[src/rtt_pkg.sv]
// ----------------------------------------------------------------------------
// rtt_pkg
// Types and codes shared by the retransmit tracking table.
// ----------------------------------------------------------------------------
package rtt_pkg;

  typedef enum logic [1:0] {
    ACT_SEND = 2'd0,
    ACT_RECV = 2'd1,
    ACT_TICK = 2'd2
  } rtt_action_e;

  typedef enum logic [1:0] {
    EV_TRANSMIT = 2'd0,
    EV_DELIVER  = 2'd1,
    EV_RESEND   = 2'd2
  } rtt_event_e;

  localparam logic CFG_RESEND_INTERVAL = 1'b0;
  localparam logic CFG_MAX_TRIES       = 1'b1;

  localparam logic [7:0] RESET_INTERVAL = 8'd3;
  localparam logic [7:0] RESET_MAX      = 8'd3;
  localparam logic [7:0] SAT_MAX        = 8'hFF;

  typedef struct packed {
    logic [1:0]  action;
    logic        is_push;
    logic [15:0] cmd;
    logic [31:0] seq;
    logic [15:0] packet_ref;
  } rtt_in_t;

  typedef struct packed {
    logic [1:0]  event_kind;
    logic [15:0] out_cmd;
    logic [31:0] out_seq;
    logic [15:0] out_ref;
    logic        matched;
    logic        table_full;
    logic        last;
  } rtt_out_t;

  typedef struct packed {
    logic [15:0] cmd;
    logic [31:0] seq;
    logic [15:0] pref;
    logic [7:0]  tries;
    logic [7:0]  age;
  } rtt_entry_t;

  typedef struct packed {
    logic       keep;
    logic       hit;
    logic       resend;
    rtt_entry_t entry;
  } rtt_eval_t;

endpackage

[src/rtt_mem.sv]
// ----------------------------------------------------------------------------
// rtt_mem
// Entry store: one write port, one read port with registered read data.
// ----------------------------------------------------------------------------
module rtt_mem #(
  parameter int Depth = 16,
  parameter int Width = 80
) (
  input  logic                                   clk_i,
  input  logic                                   we_i,
  input  logic [((Depth > 1) ? $clog2(Depth) : 1)-1:0] waddr_i,
  input  logic [Width-1:0]                       wdata_i,
  input  logic                                   re_i,
  input  logic [((Depth > 1) ? $clog2(Depth) : 1)-1:0] raddr_i,
  output logic [Width-1:0]                       rdata_o
);

  logic [Width-1:0] mem_q [Depth];
  logic [Width-1:0] rdata_q;

  always_ff @(posedge clk_i) begin
    if (we_i) begin
      mem_q[waddr_i] <= wdata_i;
    end
    if (re_i) begin
      rdata_q <= mem_q[raddr_i];
    end
  end

  assign rdata_o = rdata_q;

endmodule

[src/rtt_eval.sv]
// ----------------------------------------------------------------------------
// rtt_eval
// Shared per-entry unit: ages an entry on a tick, or matches it on a receive.
// ----------------------------------------------------------------------------
module rtt_eval
  import rtt_pkg::*;
(
  input  rtt_entry_t  entry_i,
  input  logic        tick_i,
  input  logic [15:0] key_cmd_i,
  input  logic [31:0] key_seq_i,
  input  logic        hit_i,
  input  logic [7:0]  interval_i,
  input  logic [7:0]  max_tries_i,
  output rtt_eval_t   eval_o
);

  logic [7:0] age_inc;
  logic       expired;
  logic       drop;
  logic       match;

  always_comb begin
    age_inc = (entry_i.age == SAT_MAX) ? entry_i.age : entry_i.age + 8'd1;
    expired = age_inc >= interval_i;
    drop    = expired && (entry_i.tries >= max_tries_i);
    match   = !hit_i && (entry_i.cmd == key_cmd_i) && (entry_i.seq == key_seq_i);

    eval_o = '0;
    eval_o.entry = entry_i;
    if (tick_i) begin
      eval_o.keep   = !drop;
      eval_o.resend = expired && !drop;
      eval_o.entry.age = age_inc;
      if (expired && !drop) begin
        eval_o.entry.age = '0;
        if (entry_i.tries != SAT_MAX) begin
          eval_o.entry.tries = entry_i.tries + 8'd1;
        end
      end
    end else begin
      eval_o.keep = !match;
      eval_o.hit  = match;
    end
  end

endmodule

[src/retransmit_tracking_table.sv]
// Receive push and tick walk the stored entries through the single entry-memory
// read port feeding the shared evaluation unit; output back-pressure adds stalls.
// One word is in flight at a time; a new word is taken once the last result
// sits in the output register. Reset empties the table (count to zero) and
// sets resend interval and max tries to 3; entry contents are not cleared.
// ----------------------------------------------------------------------------
// retransmit_tracking_table
// Table of outstanding push packets with resend aging and ack removal.
// ----------------------------------------------------------------------------
module retransmit_tracking_table
  import rtt_pkg::*;
#(
  parameter int TABLE_DEPTH = 16
) (
  input  logic     clk_i,
  input  logic     rst_ni,
  input  logic     in_valid_i,
  output logic     in_ready_o,
  input  rtt_in_t  in_data_i,
  output logic     out_valid_o,
  input  logic     out_ready_i,
  output rtt_out_t out_data_o,
  input  logic     cfg_we_i,
  input  logic     cfg_idx_i,
  input  logic [7:0] cfg_data_i
);

  localparam int CNT_W = $clog2(TABLE_DEPTH + 1);
  localparam int IDX_W = (TABLE_DEPTH > 1) ? $clog2(TABLE_DEPTH) : 1;
  localparam logic [CNT_W-1:0] FULL_CNT = CNT_W'(TABLE_DEPTH);

  typedef enum logic [1:0] {
    S_IDLE,
    S_SCAN,
    S_FINISH
  } state_e;

  state_e state_q, state_d;

  logic [7:0] interval_q, interval_d;
  logic [7:0] max_tries_q, max_tries_d;

  logic [CNT_W-1:0] count_q, count_d;
  logic [CNT_W-1:0] w_q, w_d;
  logic [IDX_W-1:0] idx_q, idx_d;
  logic             hit_q, hit_d;

  logic [1:0]  op_q, op_d;
  logic        push_q, push_d;
  logic [15:0] cmd_q, cmd_d;
  logic [31:0] seq_q, seq_d;
  logic [15:0] ref_q, ref_d;

  logic     out_valid_q, out_valid_d;
  rtt_out_t out_q, out_d;
  logic     pend_valid_q, pend_valid_d;
  rtt_out_t pend_q, pend_d;

  logic             mem_we;
  logic [IDX_W-1:0] mem_waddr;
  rtt_entry_t       mem_wdata;
  logic             mem_re;
  logic [IDX_W-1:0] mem_raddr;
  logic [$bits(rtt_entry_t)-1:0] mem_rdata;
  rtt_entry_t       rd_entry;
  rtt_eval_t        ev;

  logic out_free;
  logic last_idx;
  logic stall;
  logic is_full;

  assign rd_entry = rtt_entry_t'(mem_rdata);

  rtt_mem #(
    .Depth (TABLE_DEPTH),
    .Width ($bits(rtt_entry_t))
  ) u_mem (
    .clk_i   (clk_i),
    .we_i    (mem_we),
    .waddr_i (mem_waddr),
    .wdata_i (mem_wdata),
    .re_i    (mem_re),
    .raddr_i (mem_raddr),
    .rdata_o (mem_rdata)
  );

  rtt_eval u_eval (
    .entry_i     (rd_entry),
    .tick_i      (op_q == ACT_TICK),
    .key_cmd_i   (cmd_q),
    .key_seq_i   (seq_q),
    .hit_i       (hit_q),
    .interval_i  (interval_q),
    .max_tries_i (max_tries_q),
    .eval_o      (ev)
  );

  assign out_free    = !out_valid_q || out_ready_i;
  assign last_idx    = (CNT_W'(idx_q) + CNT_W'(1)) == count_q;
  assign stall       = ev.resend && pend_valid_q && !out_free;
  assign is_full     = count_q == FULL_CNT;
  assign in_ready_o  = state_q == S_IDLE;
  assign out_valid_o = out_valid_q;
  assign out_data_o  = out_q;

  always_comb begin
    state_d      = state_q;
    interval_d   = interval_q;
    max_tries_d  = max_tries_q;
    count_d      = count_q;
    w_d          = w_q;
    idx_d        = idx_q;
    hit_d        = hit_q;
    op_d         = op_q;
    push_d       = push_q;
    cmd_d        = cmd_q;
    seq_d        = seq_q;
    ref_d        = ref_q;
    out_valid_d  = out_valid_q && !out_ready_i;
    out_d        = out_q;
    pend_valid_d = pend_valid_q;
    pend_d       = pend_q;
    mem_we       = 1'b0;
    mem_waddr    = w_q[IDX_W-1:0];
    mem_wdata    = ev.entry;
    mem_re       = 1'b0;
    mem_raddr    = '0;

    if (cfg_we_i) begin
      unique case (cfg_idx_i)
        CFG_RESEND_INTERVAL: interval_d  = cfg_data_i;
        CFG_MAX_TRIES:       max_tries_d = cfg_data_i;
        default: ;
      endcase
    end

    unique case (state_q)
      S_IDLE: begin
        if (in_valid_i) begin
          op_d   = in_data_i.action;
          push_d = in_data_i.is_push;
          cmd_d  = in_data_i.cmd;
          seq_d  = in_data_i.seq;
          ref_d  = in_data_i.packet_ref;
          w_d    = '0;
          idx_d  = '0;
          hit_d  = 1'b0;
          unique case (in_data_i.action)
            ACT_SEND: state_d = S_FINISH;
            ACT_RECV, ACT_TICK: begin
              if (count_q != '0 && (in_data_i.is_push || in_data_i.action == ACT_TICK)) begin
                mem_re  = 1'b1;
                state_d = S_SCAN;
              end else begin
                state_d = S_FINISH;
              end
            end
            default: state_d = S_IDLE;
          endcase
        end
      end

      S_SCAN: begin
        if (!stall) begin
          mem_we = ev.keep;
          if (ev.keep) begin
            w_d = w_q + CNT_W'(1);
          end
          if (ev.hit) begin
            hit_d = 1'b1;
          end
          if (ev.resend) begin
            if (pend_valid_q) begin
              out_valid_d = 1'b1;
              out_d       = pend_q;
            end
            pend_valid_d       = 1'b1;
            pend_d             = '0;
            pend_d.event_kind  = EV_RESEND;
            pend_d.out_cmd     = rd_entry.cmd;
            pend_d.out_seq     = rd_entry.seq;
            pend_d.out_ref     = rd_entry.pref;
          end
          if (last_idx) begin
            count_d = w_d;
            state_d = S_FINISH;
          end else begin
            mem_re    = 1'b1;
            mem_raddr = idx_q + IDX_W'(1);
            idx_d     = idx_q + IDX_W'(1);
          end
        end
      end

      S_FINISH: begin
        if (op_q == ACT_TICK) begin
          if (!pend_valid_q) begin
            state_d = S_IDLE;
          end else if (out_free) begin
            out_valid_d  = 1'b1;
            out_d        = pend_q;
            out_d.last   = 1'b1;
            pend_valid_d = 1'b0;
            state_d      = S_IDLE;
          end
        end else if (out_free) begin
          out_valid_d    = 1'b1;
          out_d          = '0;
          out_d.out_cmd  = cmd_q;
          out_d.out_seq  = seq_q;
          out_d.out_ref  = ref_q;
          out_d.last     = 1'b1;
          if (op_q == ACT_SEND) begin
            out_d.event_kind = EV_TRANSMIT;
            out_d.table_full = push_q && is_full;
            if (push_q && !is_full) begin
              mem_we          = 1'b1;
              mem_waddr       = count_q[IDX_W-1:0];
              mem_wdata.cmd   = cmd_q;
              mem_wdata.seq   = seq_q;
              mem_wdata.pref  = ref_q;
              mem_wdata.tries = 8'd1;
              mem_wdata.age   = '0;
              count_d         = count_q + CNT_W'(1);
            end
          end else begin
            out_d.event_kind = EV_DELIVER;
            out_d.matched    = hit_q;
          end
          state_d = S_IDLE;
        end
      end

      default: state_d = S_IDLE;
    endcase
  end

  always_ff @(posedge clk_i or negedge rst_ni) begin
    if (!rst_ni) begin
      state_q      <= S_IDLE;
      interval_q   <= RESET_INTERVAL;
      max_tries_q  <= RESET_MAX;
      count_q      <= '0;
      w_q          <= '0;
      idx_q        <= '0;
      hit_q        <= 1'b0;
      out_valid_q  <= 1'b0;
      pend_valid_q <= 1'b0;
    end else begin
      state_q      <= state_d;
      interval_q   <= interval_d;
      max_tries_q  <= max_tries_d;
      count_q      <= count_d;
      w_q          <= w_d;
      idx_q        <= idx_d;
      hit_q        <= hit_d;
      out_valid_q  <= out_valid_d;
      pend_valid_q <= pend_valid_d;
    end
  end

  always_ff @(posedge clk_i) begin
    op_q   <= op_d;
    push_q <= push_d;
    cmd_q  <= cmd_d;
    seq_q  <= seq_d;
    ref_q  <= ref_d;
    out_q  <= out_d;
    pend_q <= pend_d;
  end

`ifndef SYNTHESIS
  a_count_bound: assert property (@(posedge clk_i) disable iff (!rst_ni)
    count_q <= FULL_CNT)
    else $error("entry count exceeds table depth");

  a_compact_order: assert property (@(posedge clk_i) disable iff (!rst_ni)
    (state_q == S_SCAN && mem_we) |-> (w_q <= CNT_W'(idx_q)))
    else $error("compaction write ahead of read");

  a_pend_busy: assert property (@(posedge clk_i) disable iff (!rst_ni)
    pend_valid_q |-> (state_q != S_IDLE))
    else $error("pending resend left behind in idle");

  a_scan_has_entries: assert property (@(posedge clk_i) disable iff (!rst_ni)
    (state_q == S_SCAN) |-> (count_q != '0))
    else $error("scan over empty table");
`endif

endmodule
[config.mk]
export PLATFORM = sky130hd
export DESIGN_NAME = retransmit_tracking_table
export DESIGN_NICKNAME = d
export VERILOG_FILES = /design/src/rtt_pkg.sv /design/src/rtt_mem.sv /design/src/rtt_eval.sv /design/src/retransmit_tracking_table.sv
export SDC_FILE = /design/constraint.sdc
export NUM_CORES = 2
export LEC_CHECK = 0
export BUFFER_PORTS_ARGS = -buffer_cell sky130_fd_sc_hd__buf_2
export CORE_MARGIN = 4
export CORE_UTILIZATION = 40
export CTS_CLUSTER_SIZE = 14
export DETAILED_ROUTE_END_ITERATION = 12
export HOLD_SLACK_MARGIN = 0.15
export PLACE_DENSITY_LB_ADDON = 0.05
export SETUP_SLACK_MARGIN = 0.5
export SLEW_MARGIN = 20
export SYNTH_ARGS = -nofsm -noshare
export SYNTH_HDL_FRONTEND = slang
export SYNTH_SLANG_ARGS = --single-unit
export TNS_END_PERCENT = 1
[constraint.sdc]
create_clock -name clk_i -period 12.75 [get_ports clk_i]
set_clock_uncertainty 0.1 [all_clocks]
set_input_delay 2.55 -clock clk_i [delete_from_list [all_inputs] [get_ports clk_i]]
set_output_delay 2.55 -clock clk_i [all_outputs]
set_load 0.02 [all_outputs]
After elaboration in Yosys (flattened, before gate mapping)
Memories as Yosys holds them, arrays and structs flattened. A register that Yosys moved wholly into a read port is not among the register bits.
Index checks and enable logic that the tools add are counted.
{"block": "classes", "n_addsub": 6, "order_cmp": 2, "eq_ne": 24, "n_mux": 86, "bitwise": 2, "n_reduce_logical": 37}
{"operator": "69-bit two-way mux", "count": 7}
{"operator": "80-bit two-way mux", "count": 5}
{"operator": "69-bit one-hot mux with 2 select lines", "count": 1}
{"operator": "5-bit two-way mux", "count": 9}
{"operator": "4-bit two-way mux", "count": 11}
{"operator": "32-bit == test", "count": 1}
{"operator": "1-bit two-way mux", "count": 32}
{"operator": "16-bit two-way mux", "count": 2}
{"operator": "2-bit inequality test, second input constant", "count": 11}
{"operator": "5-bit one-hot mux with 2 select lines", "count": 2}
{"operator": "8-bit by 1-bit adder with 8-bit output, second input constant", "count": 2}
{"operator": "16-bit == test", "count": 1}
{"operator": "8-bit greater-or-equal comparator", "count": 2}
{"operator": "8-bit two-way mux", "count": 2}
{"operator": "2-bit two-way mux", "count": 7}
{"operator": "4-bit AND reduction", "count": 3}
{"operator": "5-bit by 1-bit adder with 5-bit output, second input constant", "count": 2}
{"operator": "1-bit logical AND", "count": 10}
{"operator": "1-bit one-hot mux with 2 select lines", "count": 5}
{"operator": "3-bit AND reduction", "count": 3}
{"operator": "8-bit == test, second input constant", "count": 1}
{"operator": "8-bit inequality test, second input constant", "count": 1}
{"operator": "4-bit one-hot mux with 2 select lines", "count": 1}
{"operator": "1-bit logical NOT", "count": 7}
{"operator": "other kinds (19)", "count": 29}
{"block": "totals", "reg_bits": 235, "ram_bits": 1280, "in_bits": 81, "output_inout_bits": 71, "word_cells": 182, "mem_count": 1}
{"memory": "u_mem.mem_q", "depth": 16, "word_bits": 80, "read_ports": 1, "rd_ports_with_merged_regs": 1, "write_ports": 1, "line": "rtt_mem.sv:18", "rtl": "logic [Width-1:0] mem_q [Depth];"}

Logic depth before layout (Yosys ltp)
{"block": "depth", "depth_word": 13, "depth_mapped": 17, "mapped_depth_nobuf": 14}

Hierarchy
A second synthesis with hierarchy kept.
{"block": "unflattened", "cells_unflattened": 2892, "area_unflattened_um2": 61895.6}
{"mod": "rtt_mem", "instances": 1, "cells_per_inst": 2054, "area_per_inst_um2": 50223.2, "seq_area_each_um2": 40839.2}
{"mod": "retransmit_tracking_table", "instances": 1, "cells_per_inst": 574, "area_per_inst_um2": 9741.8, "seq_area_each_um2": 6886.6}
{"mod": "rtt_eval", "instances": 1, "cells_per_inst": 264, "area_per_inst_um2": 1930.6, "seq_area_each_um2": 0.0}

Worst setup path before layout
OpenSTA, ideal clock, no wires.
{"block": "synth_path", "kind": "input-to-reg", "startpoint": "input port out_ready_i", "endpoint": "memory u_mem.mem_q[8][0], enable pin", "setup_ns": 0.634, "arrival_ns": 9.538, "t_required_ns": 12.016, "slack_ns": 2.479, "cell_stages": 6, "path_buffers": 1, "cell_sequence": "nor2b_1 > clkbuf_1 > a31oi_1 > nand3_1 > mux2i_1 > nor3b_1"}
{"block": "synth_via", "elab_chain_cells": 7, "word_cells_on_any_way": 12, "classes_between": "9 x mux; 3 x reduce/logical"}
{"item": "start, declared", "line": "retransmit_tracking_table.sv:21", "rtl": "input logic out_ready_i,"}
{"item": "1-bit logical OR *", "line": "retransmit_tracking_table.sv:99", "rtl": "assign out_free = !out_valid_q || out_ready_i;"}
{"item": "1-bit logical NOT", "line": "retransmit_tracking_table.sv:101", "rtl": "assign stall = ev.resend && pend_valid_q && !out_free;"}
{"item": "1-bit logical AND", "line": "retransmit_tracking_table.sv:101"}
{"item": "1-bit two-way mux", "line": "retransmit_tracking_table.sv:165", "rtl": "if (!stall) begin"}
{"item": "1-bit one-hot mux with 2 select lines", "line": "retransmit_tracking_table.sv:138", "rtl": "unique case (state_q)"}
{"item": "1-bit two-way mux", "line": "rtt_mem.sv:22", "rtl": "if (we_i) begin"}
{"item": "1-bit two-way mux (not written as such)", "line": "rtt_mem.sv:23", "rtl": "mem_q[waddr_i] <= wdata_i;"}
{"item": "end, declared", "line": "rtt_mem.sv:18"}
Every way passes the cells marked *; elsewhere a longest branch is shown, timed or not.

Worst setup path after layout
{"block": "layout_path", "startpoint": "register u_mem.rdata_q[0], in the netlist u_mem.rdata_o[0], read port of u_mem.mem_q", "endpoint": "memory u_mem.mem_q[2][33], enable pin"}
{"block": "layout_via", "elab_chain_cells": 13, "word_cells_on_any_way": 15, "classes_between": "1 x add/sub; 1 x order compare; 1 x eq/ne; 7 x mux; 5 x reduce/logical"}
{"item": "start, declared", "line": "rtt_mem.sv:19", "rtl": "logic [Width-1:0] rdata_q;"}
{"item": "8-bit by 1-bit adder with 8-bit output / 8-bit == test (equally long branches)", "line": "rtt_eval.sv:24", "rtl": "age_inc = (entry_i.age == SAT_MAX) ? entry_i.age : entry_i.age + 8'd1;"}
{"item": "8-bit two-way mux *", "line": "rtt_eval.sv:24"}
{"item": "8-bit greater-or-equal comparator *", "line": "rtt_eval.sv:25", "rtl": "expired = age_inc >= interval_i;"}
{"item": "1-bit logical AND", "line": "rtt_eval.sv:26", "rtl": "drop = expired && (entry_i.tries >= max_tries_i);"}
{"item": "1-bit logical NOT", "line": "rtt_eval.sv:32, rtt_eval.sv:33"}
{"item": "1-bit logical AND", "line": "rtt_eval.sv:33", "rtl": "eval_o.resend = expired && !drop;"}
{"item": "1-bit two-way mux", "line": "rtt_eval.sv:31", "rtl": "if (tick_i) begin"}
{"item": "1-bit logical AND (2 in a row)", "line": "retransmit_tracking_table.sv:101"}
{"item": "1-bit two-way mux *", "line": "retransmit_tracking_table.sv:165"}
{"item": "1-bit one-hot mux with 2 select lines *", "line": "retransmit_tracking_table.sv:138"}
{"item": "1-bit two-way mux *", "line": "rtt_mem.sv:22"}
{"item": "1-bit two-way mux (not written as such) *", "line": "rtt_mem.sv:23"}
Marked as above.

==> implementation parameters <==
Parameter                              Value

Cells and area
  Util after Layout ... 45.6%
  Synthesis-to-finish area growth ... 13.4%
  Final nets ... between 4k and 5k
  Ratio of cells with drive above 1 in the final layout ... 23.1%

Critical path
  Buf+Inv Stages, Crit Path ... 4
  Maximum fanout along the worst path ... 56
  Startpoint Class ... flip-flop
  Worst Path Class, Setup ... reg2reg
  Worst path cell trace ... ha_1 -> nand2_1 -> nor2_1 -> nand2_1 -> mux2_2 -> ha_1 -> a2111oi_0 -> o31a_1 -> nor4_4 -> buf_4 -> nor2_4 -> buf_4 -> a32oi_2 -> nor2_4 -> buf_4 -> buf_4
  Most numerous cell on the critical path ... buf_4
  Cell family with the largest share of critical-path delay ... buffers and inverters
  Worst setup EP type ... flip-flop
  Worst-case register-to-register setup slack ... 5350 ps
  Worst Path Required ... roughly 13000 ps
  Slowest cell on the critical path ... nor2_4
  Largest incremental delay on the critical path ... between 800 and 900 ps
  Arrival time at the worst endpoint ... 7710 ps

Yosys
  Syn Std Cell Area ... roughly 65000 µm²
  Commonest cells in the netlist ... 1560 x edfxtp_1, 397 x nand2_1, 234 x mux2_2
  Async S/R FF share, synth ... 2.19%
  Share of synthesized area occupied by flip-flops and latches ... between 70% and 80%
  Count of unique library cells instantiated by Yosys ... 63
  Top cell type by total area after synthesis ... edfxtp_1
  Syn_nets ... between 4k and 5k
  Yosys warning count ... 0
  Post-Synthesis Cells ... around 4k
  Post-synth EDFFs ... around 1.6k
  Ranking of synthesized cells by area ... edfxtp_1 72%, mux4_2 5.5%, mux2_2 4.0%
  Mean Syn Cell Area ... around 16 µm²
  Fraction of synthesized cell area taken by the top area cell type ... between 70% and 80%
  Most common cell in the synthesized netlist ... edfxtp_1
  Flop and latch count out of synthesis ... roughly 1.6k
  Commonest register cell after synthesis ... edfxtp_1

Place
  Hpwl dp ... approximately 120 mm
  Routability-driven placement congestion ratio ... 0.776
  Number of I/O port buffers ... approximately 150
  Pre-CTS setup slack ... roughly 5000 ps

Floorplan
  Row cnt ... between 100 and 150
  Floorplan Core Area ... around 160000 µm²
  Chip Width ... around 410 µm
  Die area ... between 150000 and 200000 µm²
  Number of I/O pins ... approximately 150
  Initial Utilization ... between 40 and 50%
  Die Span Y ... about 410 µm

Routing
  Number of optimization iterations in the first detailed-route pass ... 5
  Total routed wirelength ... between 200 and 250 mm
  DRC viols ... 0
  Total number of vias ... around 38k
  Drt initial violations ... 3435
  Final ANT Viol Nets ... 0
  Routed wire per std cell ... 32.1 µm
  Via density per instance ... a little under 6

Power
  Internal power consumption ... a little over 0.01 W
  Portion of total power attributed to sequential cells ... a little under half
  Combinational share of power ... 23.1%
  Net Sw Frac ... approximately 33%
  Power density over cell area ... roughly 210 nW/µm²
  Peak supply drop ... between 0.2 and 0.25 mV
  Leakage component of the power ... 23.1 nW
  Psw ... approximately 0.0051 W
  Share of power burned in the clock network ... about a third

STA
  Post-Route Setup TNS ... 0 ps
  Final Hold Slack ... around 380 ps
  Final worst path period need ... between 7000 and 8000 ps
  Crit share post-route ... between 50% and 60%
  Transition time at the pin with the least slew margin ... between 1000 and 1500 ps
  Max Slew Vio Count ... 0
  Fin worst setup slack ... 5350 ps
  Relative max-transition margin ... approximately a quarter
  RSZ-0062 raised after global routing ... false
  Endpoints failing hold ... 0
  Max Clock Freq ... between 0.1 and 0.15 GHz
  Final setup vio count ... 0

Global routing
  GR Util met3 ... roughly 3.8%
  M2 GR Usage ... about two fifths
  GRT Total Usage ... around a quarter
  Number of antenna violations at the first check in global routing ... 16
  Largest net degree at the start of global routing ... ~110
  Met1 Use GR ... between 30% and 40%
  Vias in the first global route ... 39.1k
  Global-route wire length before repair ... a little under 300 mm
  Remaining global-route overflow ... 0
  Peak-usage layer in the global routing report ... met2

Clocking
  H-tree level count ... 4
  Inserted Clock Buffers ... between 150 and 200
  Count of cells resized by post-cts repair ... 0
  TritonCTS clock tree ... yes
  CTS root buf ... clkbuf_16
  CTS Sinks ... around 1.6k
  Clock latency of the later-clocked register in the worst-skew pair ... 810 ps
  Post-CTS setup-driven buffer insertion count ... 0
  Number of buffers inserted for hold repair after clock tree synthesis ... 0
  Longest Clk Path Bufs ... 3
  Clock Pin Slew Worst Setup and Hold Paths ... ~60 ps

Flow run
  Number of maximum-capacitance constraint violations ... 0

Outcome
  Status ... complete, no violations

Hold path
  Hold/Removal Path Class ... reg2reg
worst reg2reg max path, cell delays in order, from the launching register on:
cell and delay (ps):
edfxtp_1 470, ha_1 270, nand2_1 110, nor2_1 50, nand2_1 240, mux2_2 390
ha_1 270, a2111oi_0 640, o31a_1 420, nor4_4 70, buf_4 390, nor2_4 220
buf_4 540, a32oi_2 550, nor2_4 840, buf_4 570, buf_4 830
power groups by stage:
stage	logic (W)	clock network (W)	registers, W
6_report	0.00357	0.00485	0.00701
5_1_grt	0.00379	0.00519	0.00705
4_1_cts	0.00361	0.00497	0.00702
3_5_place_dp	0.00360	0	0.00712
3_3_place_gp	0.00359	0	0.00712
2_1_floorplan	0.00192	0	0.00711
area by class of cell:
type | count | area [µm²]
Antenna cell | 3 | 7.51
Clock buffer | 222 | 4600
Clock inverter | 97 | 825
Fill cell | 14248 | 88500
Inverter | 27 | 109
Multi-Input combinational cell | 2082 | 16800
Sequential cell | 1595 | 47700
Tap cell | 2175 | 2720
Timing Repair Buffer | 241 | 1500
final timing paths:
path,cells after the start,end,from
worst min register to register,0,pend_q[12],u_mem.rdata_o[25]
max in group asynchronous,1,idx_q[0],rst_ni
min in group asynchronous,1,max_tries_q[6],rst_ni
worst min-delay path,0,pend_q[12],u_mem.rdata_o[25]
worst max register to register,16,u_mem.mem_q[2][33],u_mem.rdata_o[0]
worst max-delay path,16,u_mem.mem_q[2][33],u_mem.rdata_o[0]
kinds of logic after synthesis:
logic type / count (synthesis) / synth area share, %
AND/OR/NAND/NOR: 1019 / 7.47
flip-flops: 1595 / 72.9
multiplexers: 403 / 9.66
XOR/XNOR: 68 / 0.930
AO/OA/AOI/OAI: 563 / 6.56
buffers and inverters: 319 / 1.95
adder cells (fa/ha/maj): 29 / 0.554
metrics by stage:
step           cell area [µm²]  std cells  total power, W
2_1_floorplan            65500       3996         0.00904
3_3_place_gp             68800       6119          0.0107
3_5_place_dp             68800       6119          0.0107
4_1_cts                  74200       6438          0.0156
5_1_grt                  74300       6440          0.0160
6_report                 74300       6442          0.0154
cells in the final DEF, fill, tap and decap left out, types with 25 or more instances in the layout:
master,count
a221oi_1,80
edfxtp_1,1560
or3_1,80
buf_2,151
nor3_1,161
nand2_1,393
clkbuf_16,176
mux2_2,234
nand3_1,179
clkinv_1,41
a2bb2oi_1,81
a211oi_1,81
dfrtp_1,30
buf_4,84
clkinv_2,31
o221a_2,67
o21ai_0,79
clkbuf_1,44
ha_1,27
xnor2_1,54
a21oi_1,89
mux4_2,160
nor4_1,83
inv_1,25
state kept, by name (all words and copies together) (netlist names), 2 cells and up:
name,cells
state_q,2
cmd_q,16
count_q,5
w_q,5
pend_q,64
out_data_o,69
max_tries_q,8
u_mem.mem_q,1280
seq_q,32
idx_q,4
interval_q,8
u_mem.rdata_o,80
ref_q,16
op_q,2
metal layers:
layer  vias up  part of all wire (%)
met2      1333                    48
met3       356                   5.7
met1     20051                    43
met5         -                0.0063
met4         2                   3.4
li1      16326                     -
Note: power is estimated with default switching activity, not from simulation.
